[config.mk]
export PLATFORM = sky130hd
export DESIGN_NAME = strict_utf8_to_utf16_transcoder_flat
export DESIGN_NICKNAME = d
export VERILOG_FILES = /design/src/rtl/su8u16_pkg.sv /design/src/rtl/su8u16_if.sv /design/src/rtl/strict_utf8_to_utf16_transcoder.sv /design/src/flat_wrapper.sv
export SDC_FILE = /design/constraint.sdc
export NUM_CORES = 1
export LEC_CHECK = 0
export BUFFER_PORTS_ARGS = -buffer_cell sky130_fd_sc_hd__buf_2
export CAP_MARGIN = 20
export CORE_ASPECT_RATIO = 1.75
export CORE_UTILIZATION = 60
export CTS_BUF_LIST = sky130_fd_sc_hd__clkbuf_4 sky130_fd_sc_hd__clkbuf_8
export DETAILED_ROUTE_END_ITERATION = 16
export GPL_TIMING_DRIVEN = 0
export PLACE_DENSITY = 0.82
export SLEW_MARGIN = 15
export SYNTH_ARGS = -nofsm -noshare
export SYNTH_HDL_FRONTEND = slang
export SYNTH_SLANG_ARGS = --single-unit
[constraint.sdc]
create_clock -name clk_i -period 3 [get_ports clk_i]
set_input_delay 0.6 -clock clk_i [delete_from_list [all_inputs] [get_ports clk_i]]
set_output_delay 0.6 -clock clk_i [all_outputs]
set_load 0.02 [all_outputs]
[src/rtl/su8u16_pkg.sv]
package su8u16_pkg;

  localparam int unsigned ByteW  = 8;
  localparam int unsigned UnitW  = 16;
  localparam int unsigned CpW    = 21;
  localparam int unsigned CountW = 2;

  localparam logic [CpW-1:0] CpMin2   = 21'h00_0080;
  localparam logic [CpW-1:0] CpMin3   = 21'h00_0800;
  localparam logic [CpW-1:0] CpMin4   = 21'h01_0000;
  localparam logic [CpW-1:0] CpMax    = 21'h10_FFFF;
  localparam logic [CpW-1:0] SurLo    = 21'h00_D800;
  localparam logic [CpW-1:0] SurHi    = 21'h00_DFFF;
  localparam logic [CpW-1:0] BmpMax   = 21'h00_FFFF;
  localparam logic [UnitW-1:0] HiBase = 16'hD800;
  localparam logic [UnitW-1:0] LoBase = 16'hDC00;

  localparam logic [CountW-1:0] Len1 = 2'd1;
  localparam logic [CountW-1:0] Len2 = 2'd2;
  localparam logic [CountW-1:0] Len3 = 2'd3;

  typedef struct packed {
    logic [UnitW-1:0] code_unit;
    logic             status;
    logic             string_end;
    logic             last_of_run;
  } unit_t;

endpackage

[src/rtl/su8u16_if.sv]
interface su8u16_byte_if;
  logic                         valid;
  logic                         ready;
  logic [su8u16_pkg::ByteW-1:0] byte_value;
  logic                         end_of_string;

  modport source (output valid, output byte_value, output end_of_string, input ready);
  modport sink (input valid, input byte_value, input end_of_string, output ready);
endinterface

interface su8u16_unit_if;
  logic                         valid;
  logic                         ready;
  logic [su8u16_pkg::UnitW-1:0] code_unit;
  logic                         status;
  logic                         string_end;
  logic                         last_of_run;

  modport source (output valid, output code_unit, output status, output string_end,
                  output last_of_run, input ready);
  modport sink (input valid, input code_unit, input status, input string_end,
                input last_of_run, output ready);
endinterface

[src/rtl/strict_utf8_to_utf16_transcoder.sv]
// strict utf-8 to utf-16 transcoder
// in_i carries one utf-8 byte per word, with end_of_string set on the last
// byte of a string. out_o carries one utf-16 code unit per word, with status,
// string_end and last_of_run flags. a code point above the bmp gives two
// words (high then low surrogate). a malformed string gives no further units
// and a single rejection word (status 1, code unit 0) at its final byte; the
// receiver drops any units of that string it already took.
// a word is registered on out_o in the cycle after the byte that completes it.
// one byte per cycle while in_i.ready is high; the decode is one pass of logic
// from the sequence state to the output register. a surrogate pair occupies
// both output slots, and the byte after it is held off while the low
// surrogate waits in the second slot.
// when the receiver stalls, the output register holds its word and in_i.ready
// drops once both output slots are full or the held word cannot leave.
// reset clears the sequence state, the error flag and both output slots.
module strict_utf8_to_utf16_transcoder (
  input  logic                  clk_i,
  input  logic                  rst_ni,
  su8u16_byte_if.sink           in_i,
  su8u16_unit_if.source         out_o
);

  logic [su8u16_pkg::CountW-1:0] pend_q, pend_d;
  logic [su8u16_pkg::CountW-1:0] len_q, len_d;
  logic [su8u16_pkg::CpW-1:0]    acc_q, acc_d;
  logic                          failed_q, failed_d;

  logic              cur_valid_q, cur_valid_d;
  logic              nxt_valid_q, nxt_valid_d;
  su8u16_pkg::unit_t cur_q, cur_d;
  su8u16_pkg::unit_t nxt_q, nxt_d;

  logic [1:0]                 n_res;
  su8u16_pkg::unit_t          r0, r1;
  logic [su8u16_pkg::ByteW-1:0] b;
  logic                       eos;
  logic                       in_acc;
  logic                       out_take;
  logic [su8u16_pkg::CpW-1:0] acc_shift;
  logic [su8u16_pkg::CpW-1:0] cp;
  logic [19:0]                v;
  logic                       do_emit;
  logic                       do_fail;
  logic                       bad;

  assign b        = in_i.byte_value;
  assign eos      = in_i.end_of_string;
  assign in_i.ready = !nxt_valid_q && (!cur_valid_q || out_o.ready);
  assign in_acc   = in_i.valid && in_i.ready;
  assign out_take = cur_valid_q && out_o.ready;
  assign acc_shift = {acc_q[su8u16_pkg::CpW-7:0], b[5:0]};
  assign v        = cp[19:0] - 20'h1_0000;

  always_comb begin
    pend_d   = pend_q;
    len_d    = len_q;
    acc_d    = acc_q;
    failed_d = failed_q;
    do_emit  = 1'b0;
    do_fail  = 1'b0;
    bad      = 1'b0;
    cp       = acc_shift;
    if (failed_q) begin
      do_fail = eos;
    end else if (pend_q == '0) begin
      cp = {13'd0, b};
      if (!b[7]) begin
        do_emit = 1'b1;
      end else if (b[7:5] == 3'b110) begin
        pend_d  = su8u16_pkg::Len1;
        acc_d   = {16'd0, b[4:0]};
        do_fail = eos;
      end else if (b[7:4] == 4'b1110) begin
        pend_d  = su8u16_pkg::Len2;
        acc_d   = {17'd0, b[3:0]};
        do_fail = eos;
      end else if (b[7:3] == 5'b11110) begin
        pend_d  = su8u16_pkg::Len3;
        acc_d   = {18'd0, b[2:0]};
        do_fail = eos;
      end else begin
        do_fail = 1'b1;
      end
      len_d = pend_d;
    end else if (b[7:6] != 2'b10) begin
      do_fail = 1'b1;
    end else if (pend_q != su8u16_pkg::Len1) begin
      pend_d  = pend_q - 2'd1;
      acc_d   = acc_shift;
      do_fail = eos;
    end else begin
      unique case (len_q)
        su8u16_pkg::Len1: bad = cp < su8u16_pkg::CpMin2;
        su8u16_pkg::Len2: bad = cp < su8u16_pkg::CpMin3 ||
                               (cp >= su8u16_pkg::SurLo && cp <= su8u16_pkg::SurHi);
        default:          bad = cp < su8u16_pkg::CpMin4 || cp > su8u16_pkg::CpMax;
      endcase
      do_fail = bad;
      do_emit = !bad;
    end

    n_res = 2'd0;
    r0    = '{code_unit: '0, status: 1'b1, string_end: 1'b1, last_of_run: 1'b1};
    r1    = '{code_unit: su8u16_pkg::LoBase | {6'd0, v[9:0]}, status: 1'b0,
              string_end: eos, last_of_run: 1'b1};
    if (do_fail) begin
      pend_d   = '0;
      len_d    = '0;
      acc_d    = '0;
      failed_d = !eos;
      n_res    = eos ? 2'd1 : 2'd0;
    end else if (do_emit) begin
      pend_d = '0;
      len_d  = '0;
      acc_d  = '0;
      if (cp <= su8u16_pkg::BmpMax) begin
        n_res = 2'd1;
        r0    = '{code_unit: cp[15:0], status: 1'b0, string_end: eos, last_of_run: 1'b1};
      end else begin
        n_res = 2'd2;
        r0    = '{code_unit: su8u16_pkg::HiBase | {6'd0, v[19:10]}, status: 1'b0,
                  string_end: 1'b0, last_of_run: 1'b0};
      end
    end
  end

  always_comb begin
    cur_valid_d = cur_valid_q;
    nxt_valid_d = nxt_valid_q;
    cur_d       = cur_q;
    nxt_d       = nxt_q;
    if (out_take) begin
      cur_valid_d = nxt_valid_q;
      cur_d       = nxt_q;
      nxt_valid_d = 1'b0;
    end
    if (in_acc && n_res != 2'd0) begin
      cur_valid_d = 1'b1;
      cur_d       = r0;
      nxt_valid_d = n_res == 2'd2;
      nxt_d       = r1;
    end
  end

  always_ff @(posedge clk_i or negedge rst_ni) begin
    if (!rst_ni) begin
      pend_q      <= '0;
      len_q       <= '0;
      acc_q       <= '0;
      failed_q    <= 1'b0;
      cur_valid_q <= 1'b0;
      nxt_valid_q <= 1'b0;
    end else begin
      if (in_acc) begin
        pend_q   <= pend_d;
        len_q    <= len_d;
        acc_q    <= acc_d;
        failed_q <= failed_d;
      end
      cur_valid_q <= cur_valid_d;
      nxt_valid_q <= nxt_valid_d;
    end
  end

  always_ff @(posedge clk_i) begin
    cur_q <= cur_d;
    nxt_q <= nxt_d;
  end

  assign out_o.valid       = cur_valid_q;
  assign out_o.code_unit   = cur_q.code_unit;
  assign out_o.status      = cur_q.status;
  assign out_o.string_end  = cur_q.string_end;
  assign out_o.last_of_run = cur_q.last_of_run;

  a_nxt_needs_cur: assert property (@(posedge clk_i) disable iff (!rst_ni)
    nxt_valid_q |-> cur_valid_q)
    else $error("second slot full with first slot empty");

  a_end_clears: assert property (@(posedge clk_i) disable iff (!rst_ni)
    in_acc && eos |=> pend_q == '0 && len_q == '0 && !failed_q)
    else $error("state not cleared after end of string");

  a_fail_no_pend: assert property (@(posedge clk_i) disable iff (!rst_ni)
    failed_q |-> pend_q == '0 && len_q == '0)
    else $error("pending sequence in failed string");

  a_pend_le_len: assert property (@(posedge clk_i) disable iff (!rst_ni)
    pend_q <= len_q)
    else $error("more bytes pending than sequence length");

endmodule

[src/flat_wrapper.sv]
// flat-port wrapper written by rule: the top's interface ports become plain ports
module strict_utf8_to_utf16_transcoder_flat 
  (clk_i, rst_ni, in_i_valid, in_i_byte_value, in_i_end_of_string, in_i_ready, out_o_valid, out_o_code_unit, out_o_status, out_o_string_end, out_o_last_of_run, out_o_ready);
  su8u16_byte_if in_i_i ();
  su8u16_unit_if out_o_i ();
  input  logic clk_i;
  input  logic rst_ni;
  input wire logic [$bits(in_i_i.valid)-1:0] in_i_valid;
  input wire logic [$bits(in_i_i.byte_value)-1:0] in_i_byte_value;
  input wire logic [$bits(in_i_i.end_of_string)-1:0] in_i_end_of_string;
  output wire logic [$bits(in_i_i.ready)-1:0] in_i_ready;
  output wire logic [$bits(out_o_i.valid)-1:0] out_o_valid;
  output wire logic [$bits(out_o_i.code_unit)-1:0] out_o_code_unit;
  output wire logic [$bits(out_o_i.status)-1:0] out_o_status;
  output wire logic [$bits(out_o_i.string_end)-1:0] out_o_string_end;
  output wire logic [$bits(out_o_i.last_of_run)-1:0] out_o_last_of_run;
  input wire logic [$bits(out_o_i.ready)-1:0] out_o_ready;
  assign in_i_i.valid = in_i_valid;
  assign in_i_i.byte_value = in_i_byte_value;
  assign in_i_i.end_of_string = in_i_end_of_string;
  assign in_i_ready = in_i_i.ready;
  assign out_o_valid = out_o_i.valid;
  assign out_o_code_unit = out_o_i.code_unit;
  assign out_o_status = out_o_i.status;
  assign out_o_string_end = out_o_i.string_end;
  assign out_o_last_of_run = out_o_i.last_of_run;
  assign out_o_i.ready = out_o_ready;
  strict_utf8_to_utf16_transcoder u_core (.clk_i(clk_i), .rst_ni(rst_ni), .in_i(in_i_i), .out_o(out_o_i));
endmodule
==> flow_summary.toml, run 1 <==
[run_status]
status = "finished, final reports clean"

[worst_setup_path]
crit_fanout = 12
criticalPathCategory = "reg2reg"
cp_data_required_time_ns = 3.04
arrival_ns = 2.84
endpoint_kind = "register"
startpoint_type = "register"

[clocking]
cts_buffers = 5
post_cts_buffers = 0
root_buffer = "clkbuf_8"
clock_path_buffers = 2
htree_num_levels = 2
clock_sinks = 52
cts_tree = "built"
cts.reportedPaths.clkPinSlew_ns = 0.10
clk-insertion-delay-late_ns = 0.31

[yosys]
syn_area_um2 = 2680
synth_flop_cell = "edfxtp_1"
yosysSeqAreaShare_pct = 54.1
synth_edf_count = 30
synth_cell_types = 53
ys_warn_count = 0
netlist_instances = 233
yosys-top-cells-area = "edfxtp_1 34%, dfrtp_1 21%, a22o_1 4.9%"
synth_top_area_share_pct = 33.6
syn_nets = 249
async_reset_ff_share_pct = 42.3
syn_avg_cell_area_um2 = 11.5
synth_largest_area_cell = "edfxtp_1"
ys_ff_latch = 52

[grt]
grt_pass1_vias = 2016
grt.total_usage_pct = 28.1
antenna_found_initial = 0
grt_max_degree = 23
grt_pass1_wl_mm = 9.78
overflow = 0

[final_layout]
area_growth_pct = 11.6
drive_gt1_share_pct = 25.4
fillers = 322
final_util_pct = 70.8
final_cell_mix = "34 x buf_2, 30 x edfxtp_1, 22 x nand2_1, 22 x dfrtp_1, 15 x a22o_1"
nets = 287
final_common_cell = "buf_2"
n_antenna_cell = 0

[drt]
dr_total_vias = 2081
drtAntennaViolNets = 0
initialDrtViolationCount = 73
firstDrtPassIters = 4
vias_per_cell = 6.48
drc = 0
routed_wirelength_mm = 6.08
avgRoutedWirePerCell_um = 18.9

[pwr]
ir_worst_vdd_mv = 0.413
p_leak_nw = 1.25
power_density_nw_per_um2 = 615
p_total_mw = 1.84

[sta]
slew_headroom_pct = 49.0
period_share_pct = 93.5
skew_ns = 0.0112
worstMarginPinSlew_ns = 0.762
finalCriticalPeriod_ns = 2.81
rsz0062_at_grt = "no"
max_freq_ghz = 0.356
fin_tns_setup_ns = 0
holdWs_ns = 0.238
setup_viol = 0
slew_viol_final = 0
hold_viol_final = 0

[job]
drv_cap = 0

[floorplanning]
core.rowCount = 31
fp.dieH_um = 90.5
boundaryPins = 34
initial_core_util_pct = 63.5
die_area_um2 = 4750
die_w_um = 52.6
core-area_um2 = 4230

[placed_design]
place_congestion = 0.926
io_buffers = 31
dp_hpwl_mm = 4.42

[hold_path]
hold_path.class = "in2async"
[worst max-delay path: stages, from the launching register on]
cell,delay [ns]
dfrtp_1,0.38
buf_2,0.17
nor4_2,0.29
xor2_1,0.12
a21oi_1,0.37
nand2_1,0.16
a31o_2,0.31
buf_4,0.19
inv_1,0.37
o21ai_1,0.16
[cells by family after synthesis]
family / share of synthesized area, %
adders and majority gates: 1.40
and+or+nand+nor: 16.6
muxes: 2.98
buffers and inverters: 4.20
xor gates and xnor gates: 0.326
AOI/OAI and AO/OA: 20.5
DFF: 54.1
[Yosys cell counts (4+ instances only)]
| cell type | n |
|---|---|
| a21oi_1 | 14 |
| a22o_1 | 15 |
| clkbuf_1 | 7 |
| dfrtp_1 | 22 |
| edfxtp_1 | 30 |
| inv_1 | 10 |
| mux2i_1 | 8 |
| nand2_1 | 23 |
| nand3_1 | 7 |
| nand4_1 | 4 |
| nor2_1 | 10 |
| nor3_1 | 4 |
| o21ai_0 | 10 |
| o2bb2ai_2 | 7 |
[sequential cells by signal, indices dropped and copies added (netlist names), 2 cells and up]
name	cells
u_core.pend_q	2
u_core.out_o.code_unit	16
u_core.acc_q	15
u_core.nxt_q	11
u_core.len_q	2
[routing by layer]
metal	wire length, µm	GRT usage, %	up-vias	share of wire, %
met4	248	13.8	0	4.1
met3	289	4.04	20	4.8
met1	2360	33.7	1015	39
met5	0	0	-	0
met2	3180	47.0	84	52
li1	-	-	962	-
[final cells by class]
cell class / instances / area [µm²] / area share (%)
tap: 49 / 61.3 / 2.05
buffer: 13 / 72.6 / 2.42
timing repair buffer: 31 / 155 / 5.18
clock inverter: 3 / 21.3 / 0.710
sequential: 52 / 1450 / 48.5
clock buffer: 5 / 68.8 / 2.30
multi-input combinational: 157 / 1120 / 37.5
inverter: 11 / 41.3 / 1.38
[final timing paths]
kind | endpoint | start | slack, ns | cells past startpoint
worst max-delay path | u_core.out_o.code_unit[10] | u_core.acc_q[12] | 0.19 | 9
worst min-delay path | u_core.acc_q[6] | rst_ni | 0.24 | 1
worst max register to register | u_core.out_o.code_unit[10] | u_core.acc_q[12] | 0.19 | 9
worst min register to register | u_core.out_o.string_end | u_core.nxt_q[1] | 0.55 | 1
max in group asynchronous | u_core.acc_q[14] | rst_ni | 2.42 | 1
min in group clk_i | u_core.nxt_q[3] | in_i_byte_value[0] | 0.51 | 1
[what timing repair did]
item                       CTS  global route
hold buffers                 0             0
resized for setup            0             3
setup endpoints to repair    0            20
[stage by stage]
step	instances	cell area [µm²]	setup slack (ns)
floorplan	233	2680	0.432
global placement	313	2900	0.119
detailed placement	313	2900	0.0421
CTS	321	2990	0.0894
global route	321	2990	0.0361
finish	321	2990	0.194
[report_power, final]
| group | internal, mW | total (mW) | switching (mW) |
|---|---|---|---|
| Clock | 0.166 | 0.408 | 0.242 |
| Combinational | 0.178 | 0.512 | 0.334 |
| Sequential | 0.877 | 0.920 | 0.0438 |
Power figures use the tool's default switching activity.
==> inputs of run 2 (changes only) <==
--- a/config.mk
+++ b/config.mk
@@ -12,7 +12,7 @@
 export CTS_BUF_LIST = sky130_fd_sc_hd__clkbuf_4 sky130_fd_sc_hd__clkbuf_8
 export DETAILED_ROUTE_END_ITERATION = 16
 export GPL_TIMING_DRIVEN = 0
-export PLACE_DENSITY = 0.82
+export PLACE_DENSITY_LB_ADDON = 0.15
 export SLEW_MARGIN = 15
 export SYNTH_ARGS = -nofsm -noshare
 export SYNTH_HDL_FRONTEND = slang
==> flow_summary.toml, run 2 (synthesis results as in run 1) <==
[run_status]
status = "finished, final reports clean"

[grt]
grt.total_usage_pct = 28.7
grt_pass1_vias = 2054
antenna_found_initial = 0
grt_max_degree = 23
overflow = 0
grt_pass1_wl_mm = 9.91

[drt]
avgRoutedWirePerCell_um = 18.9
routed_wirelength_mm = 6.08
firstDrtPassIters = 6
drtAntennaViolNets = 0
vias_per_cell = 6.37
drc = 0
dr_total_vias = 2044
initialDrtViolationCount = 64

[clocking]
cts_tree = "built"
clock_path_buffers = 2
root_buffer = "clkbuf_8"
hold_buffers = 0
clock_sinks = 52
cts_buffers = 5
htree_num_levels = 2
clk-insertion-delay-late_ns = 0.31
cts.reportedPaths.clkPinSlew_ns = 0.09

[sta]
skew_ns = 0.00709
setup_viol = 0
worstMarginPinSlew_ns = 0.747
period_share_pct = 92.7
hold_viol_final = 0
finalCriticalPeriod_ns = 2.78
setup_ws_ns = 0.220
rsz0062_at_grt = "no"
max_freq_ghz = 0.360
slew_viol_final = 0
slew_headroom_pct = 50.0

[floorplanning]
die_w_um = 52.6
fp.dieH_um = 90.5
boundaryPins = 34
core.rowCount = 31
core-area_um2 = 4230
initial_core_util_pct = 63.5
die_area_um2 = 4750

[pwr]
power_density_nw_per_um2 = 638
ir_worst_vdd_mv = 0.520
p_leak_nw = 1.26

[hold_path]
hold_path.class = "in2async"

[final_layout]
nets = 287
drive_gt1_share_pct = 25.0
area_growth_pct = 12.4
postLayoutCellArea_um2 = 3020
final_cell_mix = "34 x buf_2, 30 x edfxtp_1, 22 x nand2_1, 22 x dfrtp_1, 15 x a22o_1"
final_common_cell = "buf_2"
n_antenna_cell = 0
largest_register_ffs = 16
final_util_pct = 71.4

[worst_setup_path]
startpoint_type = "register"
crit_fanout = 12
reg2reg_setup_slack_ns = 0.22
endpoint_kind = "register"
criticalPathCategory = "reg2reg"
cp_data_required_time_ns = 3.04
r2r-start = "u_core.acc_q[12]"
arrival_ns = 2.82
worst_r2r_path_depth = 9
rr_endpoint = "u_core.out_o.code_unit[10]"

[job]
drv_cap = 0

[placed_design]
place_congestion = 0.912
dpl_worst_slack_ns = -0.0112
dpl-instance-area_um2 = 2900
io_buffers = 31
dp_hpwl_mm = 4.39
## run 2: cell count changes in the layout (fill, tap and decap cells not counted), sizes merged
cell      previous run  this run
clkbuf              12        13
clkinv               1         0
clkinvlp             1         0
bufinv               0         1
## run 2: where the power goes
group	switching [mW]	total, mW	internal (mW)	leakage [nW]
Sequential	0.0441	0.921	0.877	0.582
Combinational	0.332	0.509	0.177	0.618
Clock	0.234	0.495	0.261	0.0592
Total	0.610	1.92	1.31	1.26
## run 2: worst max path at each step
stage,cells after the start,end,start,slack [ns]
floorplan,7,u_core.out_o.code_unit[0],in_i_byte_value[7],0.43
global placement,7,u_core.out_o.code_unit[0],in_i_byte_value[7],0.11
detailed placement,7,u_core.out_o.code_unit[0],in_i_byte_value[7],-0.01
CTS,8,u_core.out_o.code_unit[4],u_core.acc_q[12],0.05
global route,10,u_core.out_o.code_unit[6],u_core.failed_q,0.05
finish,9,u_core.out_o.code_unit[10],u_core.acc_q[12],0.22
## run 2: what timing repair did
item	CTS	global route
gates resized for setup	0	2
setup buffers	0	0
setup endpoints to repair	0	21
## run 2: layer usage
metal | routed length, µm | global-route usage (%) | share of wire, %
met3 | 259 | 5.05 | 4.3
met1 | 2340 | 34.7 | 38
met2 | 3280 | 48.2 | 54
met4 | 199 | 12.1 | 3.3
met5 | 0 | 0 | 0
## run 2: critical path: stages, from the launching register on
cell	delay [ns]
dfrtp_1	0.37
buf_2	0.17
nor4_2	0.29
xor2_1	0.11
a21oi_1	0.36
nand2_1	0.17
a31o_2	0.31
buf_4	0.20
inv_1	0.37
o21ai_1	0.14
## run 2: stage by stage
step | cells | power [mW] | TNS [ns] | hold slack (ns)
after global routing | 321 | 2.01 | 0 | 0.276
after CTS | 321 | 1.93 | 0 | 0.253
after detailed placement | 313 | 1.44 | -0.191 | 0.517
after floorplan | 233 | 1.29 | 0 | 0.304
after global placement | 313 | 1.42 | 0 | 0.511
final | 321 | 1.92 | 0 | 0.242
## run 2: final cells by class
cell class	instances	area, µm²
fill	333	1210
multi-input combinational	157	1120
inverter	11	41.3
tap	49	61.3
clock buffer	6	76.3
sequential	52	1450
timing repair buffer	31	155
buffer	13	71.3
clock inverter	2	38.8
==> inputs of run 3 (changes only) <==
--- a/config.mk
+++ b/config.mk
@@ -7,11 +7,11 @@
 export LEC_CHECK = 0
 export BUFFER_PORTS_ARGS = -buffer_cell sky130_fd_sc_hd__buf_2
 export CAP_MARGIN = 20
-export CORE_ASPECT_RATIO = 1.75
+export CORE_ASPECT_RATIO = 2
 export CORE_UTILIZATION = 60
 export CTS_BUF_LIST = sky130_fd_sc_hd__clkbuf_4 sky130_fd_sc_hd__clkbuf_8
 export DETAILED_ROUTE_END_ITERATION = 16
-export GPL_TIMING_DRIVEN = 0
+export GPL_TIMING_DRIVEN = 1
 export PLACE_DENSITY_LB_ADDON = 0.15
 export SLEW_MARGIN = 15
 export SYNTH_ARGS = -nofsm -noshare
==> flow_summary.toml, run 3 (synthesis results as in run 1) <==
[worst_setup_path]
worst_r2r_path_depth = 7
startpoint_type = "register"
reg2reg_setup_slack_ns = 0.36
worst_path_max_delay_cell = "dfrtp_1"
arrival_ns = 2.68
endpoint_kind = "register"
rr_endpoint = "u_core.out_o.code_unit[10]"
path_cells = "nor4_2, xor2_1, a21oi_1, nand2_1, a31o_2, inv_1, o21ai_1"
cp_data_required_time_ns = 3.03
criticalPathCategory = "reg2reg"
r2r-start = "u_core.acc_q[12]"
crit_fanout = 12
max_stage_delay_ns = 0.49

[job]
drv_cap = 0

[final_layout]
area_growth_pct = 12.3
n_antenna_cell = 0
final_common_cell = "buf_2"
fillers = 355
drive_gt1_share_pct = 26.1
nets = 283
final_cell_mix = "33 x buf_2, 30 x edfxtp_1, 23 x nand2_1"
final_util_pct = 70.1
largest_register_ffs = 16

[clocking]
post_cts_buffers = 0
clk-insertion-delay-late_ns = 0.30
cts_buffers = 5
cts_tree = "built"
clock_path_buffers = 2
ctsResizeCount = 0
htree_num_levels = 2
cts.reportedPaths.clkPinSlew_ns = 0.09
root_buffer = "clkbuf_8"
hold_buffers = 0
clock_sinks = 52

[drt]
firstDrtPassIters = 4
avgRoutedWirePerCell_um = 18.9
drc = 0
vias_per_cell = 6.27
routed_wirelength_mm = 6.10
initialDrtViolationCount = 62
dr_total_vias = 2020
drtAntennaViolNets = 0

[sta]
finalCriticalPeriod_ns = 2.64
rsz0062_at_grt = "no"
setup_viol = 0
period_share_pct = 88.1
slew_headroom_pct = 50.3
worstMarginPinSlew_ns = 0.743
max_freq_ghz = 0.379
slew_viol_final = 0
fin_tns_setup_ns = 0
skew_ns = 0.00489
hold_viol_final = 0

[floorplanning]
fp.dieH_um = 96.6
initial_core_util_pct = 62.5
core.rowCount = 34
boundaryPins = 34
core-area_um2 = 4300
die_w_um = 49.3
die_area_um2 = 4760

[grt]
grt_pass1_vias = 1949
grt.total_usage_pct = 27.8
grt_pass1_wl_mm = 9.59
antenna_found_initial = 0
grt_max_degree = 23
overflow = 0

[placed_design]
dp_hpwl_mm = 4.60
place_congestion = 1.01
io_buffers = 33

[hold_path]
hold_path.class = "in2async"

[pwr]
ir_worst_vdd_mv = 0.406
p_leak_nw = 1.26
power_density_nw_per_um2 = 636

[run_status]
status = "finished, final reports clean"
## run 3: final cells by class
type | count | area (µm²) | area share (%)
Clock inverter | 2 | 38.8 | 1.29
Sequential cell | 52 | 1450 | 48.2
Inverter | 11 | 41.3 | 1.37
Clock buffer | 6 | 76.3 | 2.53
Tap cell | 54 | 67.6 | 2.24
Timing Repair Buffer | 40 | 218 | 7.23
Multi-Input combinational cell | 157 | 1120 | 37.2
## run 3: where the power goes
group	leakage, nW	internal, mW	switching [mW]
clock network	0.0592	0.261	0.231
logic	0.622	0.178	0.329
registers	0.582	0.876	0.0409
total	1.26	1.32	0.601
## run 3: worst max path at each step
stage | startpoint | end | cells past startpoint
2_1_floorplan | in_i_byte_value[7] | u_core.out_o.code_unit[0] | 7
3_3_place_gp | in_i_byte_value[6] | u_core.out_o.code_unit[10] | 7
3_5_place_dp | in_i_byte_value[6] | u_core.out_o.code_unit[10] | 7
4_1_cts | u_core.acc_q[13] | u_core.out_o.code_unit[10] | 7
5_1_grt | u_core.acc_q[13] | u_core.out_o.code_unit[10] | 7
6_report | u_core.acc_q[12] | u_core.out_o.code_unit[10] | 7
## run 3: worst max-delay path: cells and delay by family, from the launching register on
family	cells	cell delay, ns
flip-flops	1	0.49
XOR/XNOR	1	0.12
buffers and inverters	1	0.40
AO/OA/AOI/OAI	3	0.86
AND/OR/NAND/NOR	2	0.49
## run 3: metal layers
layer | global-route usage (%) | part of all wire, %
met2 | 51.8 | 54
met1 | 30.3 | 38
met4 | 15.9 | 3.6
met5 | 0 | 0
met3 | 2.35 | 4.1
## run 3: through the flow
step	power [mW]	setup WS (ns)	area (µm²)	hold slack [ns]	cells
after floorplan	1.29	0.432	2680	0.304	233
after global placement	1.43	0.403	2900	0.494	314
after global routing	2.00	0.149	3010	0.286	322
after detailed placement	1.44	0.321	2900	0.501	314
after CTS	1.92	0.333	3010	0.260	322
final	1.92	0.358	3010	0.251	322
